## config.mk

```make
export PLATFORM = sky130hd
export DESIGN_NAME = rimc_ram
export DESIGN_NICKNAME = d
export VERILOG_FILES = /design/src/hdl/rimc_ram.sv
export SDC_FILE = /design/constraint.sdc
export NUM_CORES = 1
export LEC_CHECK = 0
export ABC_AREA = 1
export BUFFER_PORTS_ARGS = -buffer_cell sky130_fd_sc_hd__buf_2
export CORE_MARGIN = 4
export CORE_UTILIZATION = 53
export CTS_BUF_LIST = sky130_fd_sc_hd__clkbuf_4 sky130_fd_sc_hd__clkbuf_8 sky130_fd_sc_hd__clkbuf_16
export DETAILED_ROUTE_END_ITERATION = 7
export HOLD_SLACK_MARGIN = 0.03
export PLACE_DENSITY = 0.85
export SLEW_MARGIN = 15
export SYNTH_ARGS = -nofsm -noshare
export SYNTH_HDL_FRONTEND = slang
export SYNTH_SLANG_ARGS = --single-unit
```

## constraint.sdc

```tcl
create_clock -name clk -period 1.12 [get_ports clk]
set_input_delay 0.112 -clock clk [delete_from_list [all_inputs] [get_ports clk]]
set_output_delay 0.112 -clock clk [all_outputs]
set_load 0.01 [all_outputs]
```

## src/hdl/rimc_ram.sv

```systemverilog
`default_nettype none

module rimc_ram #(
	parameter int WIDTH = 8,
	parameter int DEPTH = 16
) (
	input  wire logic                     clk,
	input  wire logic                     we,
	input  wire logic [$clog2(DEPTH)-1:0] waddr,
	input  wire logic [WIDTH-1:0]         wdata,
	input  wire logic                     re,
	input  wire logic [$clog2(DEPTH)-1:0] raddr,
	output logic      [WIDTH-1:0]         rdata
);

	logic [WIDTH-1:0] mem_q [DEPTH];

	// Write port
	always_ff @(posedge clk) begin
		if (we) begin
			mem_q[waddr] <= wdata;
		end
	end

	// Registered read, held when not enabled
	always_ff @(posedge clk) begin
		if (re) begin
			rdata <= mem_q[raddr];
		end
	end

endmodule

`default_nettype wire

```

# Word level (Yosys, flattened, before mapping)
# Memory sizes are Yosys's and may differ from the RTL's. A register that Yosys moved wholly into a read port is not among the register bits.
# Index checks and enable logic that the tools add are counted.
dict set report op_classes {
  mux 2
}
# cell count
set ops {}
lappend ops {{two-way mux 1 bit} 2}
dict set report word_totals {
  memories 1
  ff_bits 0
  wordCells 3
  ram_bits 128
  out_inout_bits 8
  input_bits 19
}
# memory depth word_bits rd rd_clocked_by_memory_dff wr line_no
set mem_list {}
lappend mem_list {mem_q 16 8 1 1 1 16} ;# logic [WIDTH-1:0] mem_q [DEPTH];

# Logic depth before layout (Yosys ltp)
# Gate-level depths: netlist of the first run.
dict set report depth {
  depth_word 2
  ltp_mapped 8
  ltp_nobuf 7
}

# Worst setup path after synthesis of the first run
# Ideal clock, no wire load.
dict set report synth_timing {
  path_kind {input -> register}
  from {input port waddr[3]}
  to {memory mem_q[4][0], enable pin}
  stages 2
  t_arrival_ps 693
  n_path_buf 0
  t_required_ps 750
  setup_ps 370
  slack_ps 57
  path_cell_list {nand3b_1 -> nor2_1}
}
# element line_no
set synth_rtl {}
lappend synth_rtl {{start: declaration} 9} ;# input wire logic [$clog2(DEPTH)-1:0] waddr,
lappend synth_rtl {{end: declaration} 16}
# Straight into the memory's write port.

# Final worst setup path of the first run
dict set report layout_timing {
  from {register rdata[0] (read register of mem_q)}
  to {output port rdata[0]}
}
# element line_no
set layout_rtl {}
lappend layout_rtl {{start: declaration} 13} ;# output logic [WIDTH-1:0] rdata
# No word-level cell between the ends.

==> impl_metrics.tcl, run 1 <==
set metrics [dict create \
    ir_drop_v 0.00145 \
    crit_arrival_ps 1130 \
    grt_pass1_vias 4088 \
    cp-start-kind "flop" \
    grt_max_degree 33 \
    via_per_inst 5.47 \
    grt_usage 0.226 \
    hold_viol_final 0 \
    avgSynthCellArea_um2 10.6 \
    via_count 4155 \
    dr_wl_met3_um 1280 \
    period_minus_slack_ps 1250 \
    synthTopCellsByArea "edfxtp_1 (70%), nand2_1 (11%), nand3_1 (8.3%), inv_1 (6.4%), buf_6 (1.2%)" \
    min_period_over_period 1.11 \
    gp_congestion 0.946 \
    slew_headroom 0.524 \
    cts_tree "done" \
    hold_path.class "input port to flop" \
    dr.pass1.iters 6 \
    drt-initial-drc-count 469 \
    p_leak_nw 3.10 \
    regArea_um2 4080 \
    die_h_um 113 \
    hpwl_um 8310 \
    die_w_um 113 \
    n_fill_cell 706 \
    worstPathRequired_ps 1010 \
    wire_per_inst_um 18.4 \
    fmax_mhz 802 \
    end_kind "output port" \
    yosys_register_bits 136 \
    nNetsFinal 626 \
    crit_buf_inv 1 \
    synth_most_common_cell "nand2_1" \
    grt_overflow 0 \
    violations "setup timing" \
    fp.coreArea_um2 10800 \
    syn-instance-count 551 \
    finalSetupViolCount 8 \
    synthFlopType "edfxtp_1" \
    synth_edf_count 136 \
    cp_top_family "flip-flops" \
    layout_setup_ws_ps -127 \
    rsz0062_at_grt "yes" \
    outcome "complete, but fails checks" \
    synth_cell_type_count 11 \
    seq_area_frac_synth 0.698 \
    antenna_cells 0 \
    clk_pin_slew_worst_paths_ps 60 \
    cap_violations 0 \
    floorplan.initialDensity 0.539 \
    synth_top_area_frac 0.698 \
    grt_pass1_wl_um 21400 \
    dr_wl_met2_um 7190 \
    drive_above_1_share 0.236 \
    crit_chain "buf_2" \
    port_buffers 26 \
    ant_nets 0 \
    synth_nets 570 \
    cts_sinks 136 \
    clock_path_buffers 2 \
    yosys.area.top_type "edfxtp_1" \
    post-route-util 0.662 \
    slew_violations 0 \
    wirelength_um 14000 \
    synth-async-reset-ratio 0 \
    slowest_delay_ps 440 \
    dr.max_layer_used "met4" \
    num_rows 38 \
    syn_area_um2 5850 \
    clk_latency_ps 520 \
    design_area_um2 7180 \
    drcViolationCount 0 \
    design.die.area_um2 12800 \
    antenna_found_initial 0 \
    met1_length_um 5130 \
    slowest_stage "edfxtp_1" \
    placed_cell_area_um2 6240 \
    path_max_fanout 1 \
    multiInputGateArea_um2 1450 \
    power_density_nw_per_um2 1700 \
    synthTopCellsByCount "nand2_1 (173), edfxtp_1 (136), inv_1 (100)" \
    num_io_pins 27 \
    yosys_warnings 0 \
    cts_root_buffer "clkbuf_8" \
    finClkSkew_ps 7.69 \
    cts_made_buffers 17 \
    worst_pin_slew_ps 714 \
    areaGrowthSynthToFinish_pct 22.7 \
    htree_levels 4 \
    criticalPathCategory "flop to output port" \
]
-- per-layer routing --
| layer | global-route usage | vias to the layer above |
|---|---|---|
| li1 | - | 1891 |
| met1 | 0.277 | 1961 |
| met2 | 0.383 | 268 |
| met3 | 0.0556 | 35 |
| met4 | 0.0994 | 0 |
| met5 | 0 | - |
-- what timing repair did --
| action | 4_1_cts | 5_1_grt |
|---|---|---|
| cloned | 0 | 0 |
| setup buffers | 0 | 0 |
| pin swaps | 10 | 27 |
| endpoints found under the hold margin | 110 | 0 |
| gates resized for setup | 17 | 46 |
| hold buffers | 9 | 0 |
| endpoints found under the setup margin | 13 | 16 |
-- through the flow --
step | std cells | TNS [ps] | power [W] | hold slack, ps | setup WS [ps]
6_report | 759 | -709 | 0.0122 | 114 | -127
5_1_grt | 759 | -1120 | 0.0126 | 89.4 | -145
4_1_cts | 759 | -838 | 0.0122 | 74.2 | -138
3_5_place_dp | 719 | -1530 | 0.00659 | 480 | -208
3_3_place_gp | 719 | -891 | 0.00656 | 477 | -138
2_1_floorplan | 551 | 0 | 0.00628 | 211 | 57.2
-- cells by family after synthesis --
family / Yosys count / share of synthesized area
buffers and inverters: 126 / 0.0939
flip-flops: 136 / 0.698
AND/OR/NAND/NOR: 289 / 0.208
-- power breakdown --
group,internal (W),leakage [nW],switching [W]
registers,0.00574,1.24,0.0000444
logic,0.000279,1.57,0.000566
clock network,0.00358,0.295,0.00203
-- area by class of cell --
cell class              count  share of cell area
flip-flops and latches    136               0.569
multi-input cells         289               0.203
repair buffers             61              0.0675
clock buffers              17              0.0577
inverters                 102              0.0533
clock inverters            14              0.0255
well taps                 140              0.0244
-- path summary, 6_finish.rpt --
| check | start | endpoint | slack [ps] | cells after the start |
|---|---|---|---|---|
| worst max-delay path | rdata[0] | rdata[0] | -130 | 1 |
| worst min-delay path | raddr[3] | rdata[4] | 110 | 3 |
| worst max register to register | mem_q[9][4] | rdata[4] | 0 | 6 |
| worst min register to register | mem_q[2][1] | rdata[1] | 760 | 6 |
-- cells in the final DEF, fill, tap and decap left out, drive strengths merged --
cell	count
bufinv	4
nand2	173
edfxtp	136
clkbuf	17
buf	52
nor2	17
nand3	97
clkinv	9
inv	102
dlygate4sd3	9
nand3b	2
clkinvlp	1
-- state kept, by name, summed over array words and instances, names as in the netlist --
name   cells
mem_q    128
rdata      8
(Power assumes the default switching activity.)
==> run 2, diff against run 1 <==
--- a/config.mk
+++ b/config.mk
@@ -12,7 +12,7 @@
 export CTS_BUF_LIST = sky130_fd_sc_hd__clkbuf_4 sky130_fd_sc_hd__clkbuf_8 sky130_fd_sc_hd__clkbuf_16
 export DETAILED_ROUTE_END_ITERATION = 7
 export HOLD_SLACK_MARGIN = 0.03
-export PLACE_DENSITY = 0.85
+export PLACE_DENSITY = 0.76
 export SLEW_MARGIN = 15
 export SYNTH_ARGS = -nofsm -noshare
 export SYNTH_HDL_FRONTEND = slang
==> run 2 against run 1 <==
Net effect:
- the flow still finishes with violations (setup timing)
- hold slack got worse by 58 ps
- routed wire length shrank 4.1%
- critical path depth stayed put
- die area did not move
- via count shrank 0.48%
- clock power down 4.8%
- largest cell class unchanged
- largest power group unchanged
- highest routed layer unchanged
==> impl_metrics.tcl, run 2 (synthesis gave the netlist of run 1 again) <==
set metrics [dict create \
    hold_path.class "input port to flop" \
    slew_violations 0 \
    holdPathEnd "mem_q[3][6]" \
    outcome "complete, but fails checks" \
    crit_chain "buf_2" \
    cts_made_buffers 17 \
    grt_overflow 0 \
    ir_drop_v 0.00108 \
    cap_violations 0 \
    cp_top_family "flip-flops" \
    multiInputGateArea_um2 1430 \
    nNetsFinal 630 \
    p_leak_nw 3.11 \
    areaGrowthSynthToFinish_pct 22.9 \
    port_buffers 26 \
    slowest_delay_ps 470 \
    r2r_slack_ps 10 \
    p_sw_frac 0.228 \
    ant_nets 0 \
    fp.coreArea_um2 10800 \
    n_fill_cell 778 \
    clk_pin_slew_worst_paths_ps 60 \
    top_register "mem_q" \
    hold_viol_final 0 \
    finClkSkew_ps 6.51 \
    hp-start "wdata[6]" \
    violations "setup timing" \
    gp_congestion 0.883 \
    slew_headroom 0.540 \
    grt_pass1_vias 3876 \
    pwr-share-seq 0.483 \
    design_area_um2 7190 \
    hold-path-cell-count 1 \
    min_period_over_period 1.14 \
    cts_root_buffer "clkbuf_8" \
    clock_path_buffers 2 \
    grt_usage 0.216 \
    grt_pass1_wl_um 20500 \
    fmax_mhz 780 \
    criticalPathCategory "flop to output port" \
    clk_latency_ps 520 \
    path_max_fanout 2 \
    r2r_start "mem_q[5][0]" \
    final_cell_mix "nand2_1 (169), edfxtp_1 (136), inv_1 (100), nand3_1 (56), nand3_2 (41)" \
    drive_above_1_share 0.218 \
    dr.pass1.iters 5 \
    htree_levels 4 \
    power.switching_w 0.00273 \
    floorplan.initialDensity 0.539 \
    worstRegToRegCells 6 \
    period_minus_slack_ps 1280 \
    fin_setup_tns_ps -564 \
    hpwl_um 7960 \
    via_per_inst 5.41 \
    die_w_um 113 \
    num_rows 38 \
    regArea_um2 4080 \
    wire_per_inst_um 17.5 \
    crit_arrival_ps 1170 \
    drt-initial-drc-count 465 \
    antenna_found_initial 1 \
    drcViolationCount 0 \
    dp_cells 724 \
    cp-start-kind "flop" \
    grt_max_degree 33 \
    wirelength_um 13400 \
    power_density_nw_per_um2 1660 \
    combinationalPowerShare 0.072 \
    power.internal_w 0.00923 \
    rsz0062_at_grt "yes" \
    layout_setup_ws_ps -162 \
    num_io_pins 27 \
    reg.largest.list "mem_q x128, rdata x8" \
    worst_pin_slew_ps 688 \
    cts_tree "done" \
    via_count 4135 \
    p_clk_frac 0.445 \
    design.die.area_um2 12800 \
    crit_buf_inv 1 \
    r2r-end "rdata[0]" \
    postCtsSetupBuffers 0 \
    slowest_stage "edfxtp_1" \
    end_kind "output port" \
    die_h_um 113 \
    largest_register_ffs 128 \
    worstPathRequired_ps 1010 \
    place_ws_ps -239 \
    placed_cell_area_um2 6320 \
    cts_sinks 136 \
    finalSetupViolCount 8 \
    final_common_cell "nand2_1" \
    stdcell_count 765 \
]
## run 2: cell types whose count changed in the layout (fill, tap and decap cells not counted), moves of 3 or more
cell / change
inv_2: -8
buf_12: +3
nand2_2: -8
inv_1: +8
inv_6: +3
clkinvlp_4: +5
nand2_1: +8
clkinv_2: -3
## run 2: repair_timing
| action | 4_1_cts | 5_1_grt |
|---|---|---|
| hold buffers | 8 | 0 |
| gates cloned | 0 | 0 |
| setup endpoints to repair | 11 | 16 |
| pin swaps | 1 | 20 |
| resized for setup | 5 | 40 |
| hold endpoints to repair | 120 | 0 |
## run 2: worst max-delay path by stage
stage,cells past startpoint,startpoint,end,slack [ps]
2_1_floorplan,2,waddr[3],mem_q[4][0],60
3_3_place_gp,6,raddr[1],rdata[3],-220
3_5_place_dp,9,raddr[0],rdata[2],-240
4_1_cts,1,rdata[7],rdata[7],-150
5_1_grt,1,rdata[7],rdata[7],-170
6_report,1,rdata[7],rdata[7],-160
## run 2: power groups by stage
stage	registers (W)	logic [W]	clock network, W
floorplan	0.00588	0.000402	0
global placement	0.00587	0.000733	0
detailed placement	0.00588	0.000747	0
CTS	0.00577	0.000789	0.00537
global route	0.00578	0.000931	0.00561
finish	0.00577	0.000861	0.00533
## run 2: worst register-to-register path, stage by stage, from the launching register on
cell      delay, ps
edfxtp_1        360
inv_1            60
nand2_1          60
nand3_1         110
nand3_2         110
nand3_2         110
nand2_1          60
## run 2: layout make-up
| class | count | share of cell area |
|---|---|---|
| antenna | 1 | 0.000348 |
| clock buffer | 18 | 0.0587 |
| clock inverter | 14 | 0.0209 |
| inverter | 102 | 0.0533 |
| multi-input combinational | 289 | 0.199 |
| sequential | 136 | 0.568 |
| tap | 140 | 0.0244 |
| timing repair buffer | 65 | 0.0755 |
## run 2: per-layer routing
metal,vias to the layer above,share of wire,global-route usage
li1,1905,-,-
met1,1971,0.39,0.284
met2,216,0.49,0.348
met3,43,0.090,0.0545
met4,0,0.029,0.0801
met5,-,0,0
## run 2: through the flow
stage | total power, W | hold slack (ps) | util
4_1_cts | 0.0119 | 35.2 | 0.645
2_1_floorplan | 0.00628 | 211 | -
6_report | 0.0120 | 55.9 | 0.663
3_3_place_gp | 0.00661 | 479 | 0.583
3_5_place_dp | 0.00663 | 478 | 0.583
5_1_grt | 0.0123 | 46.9 | 0.663
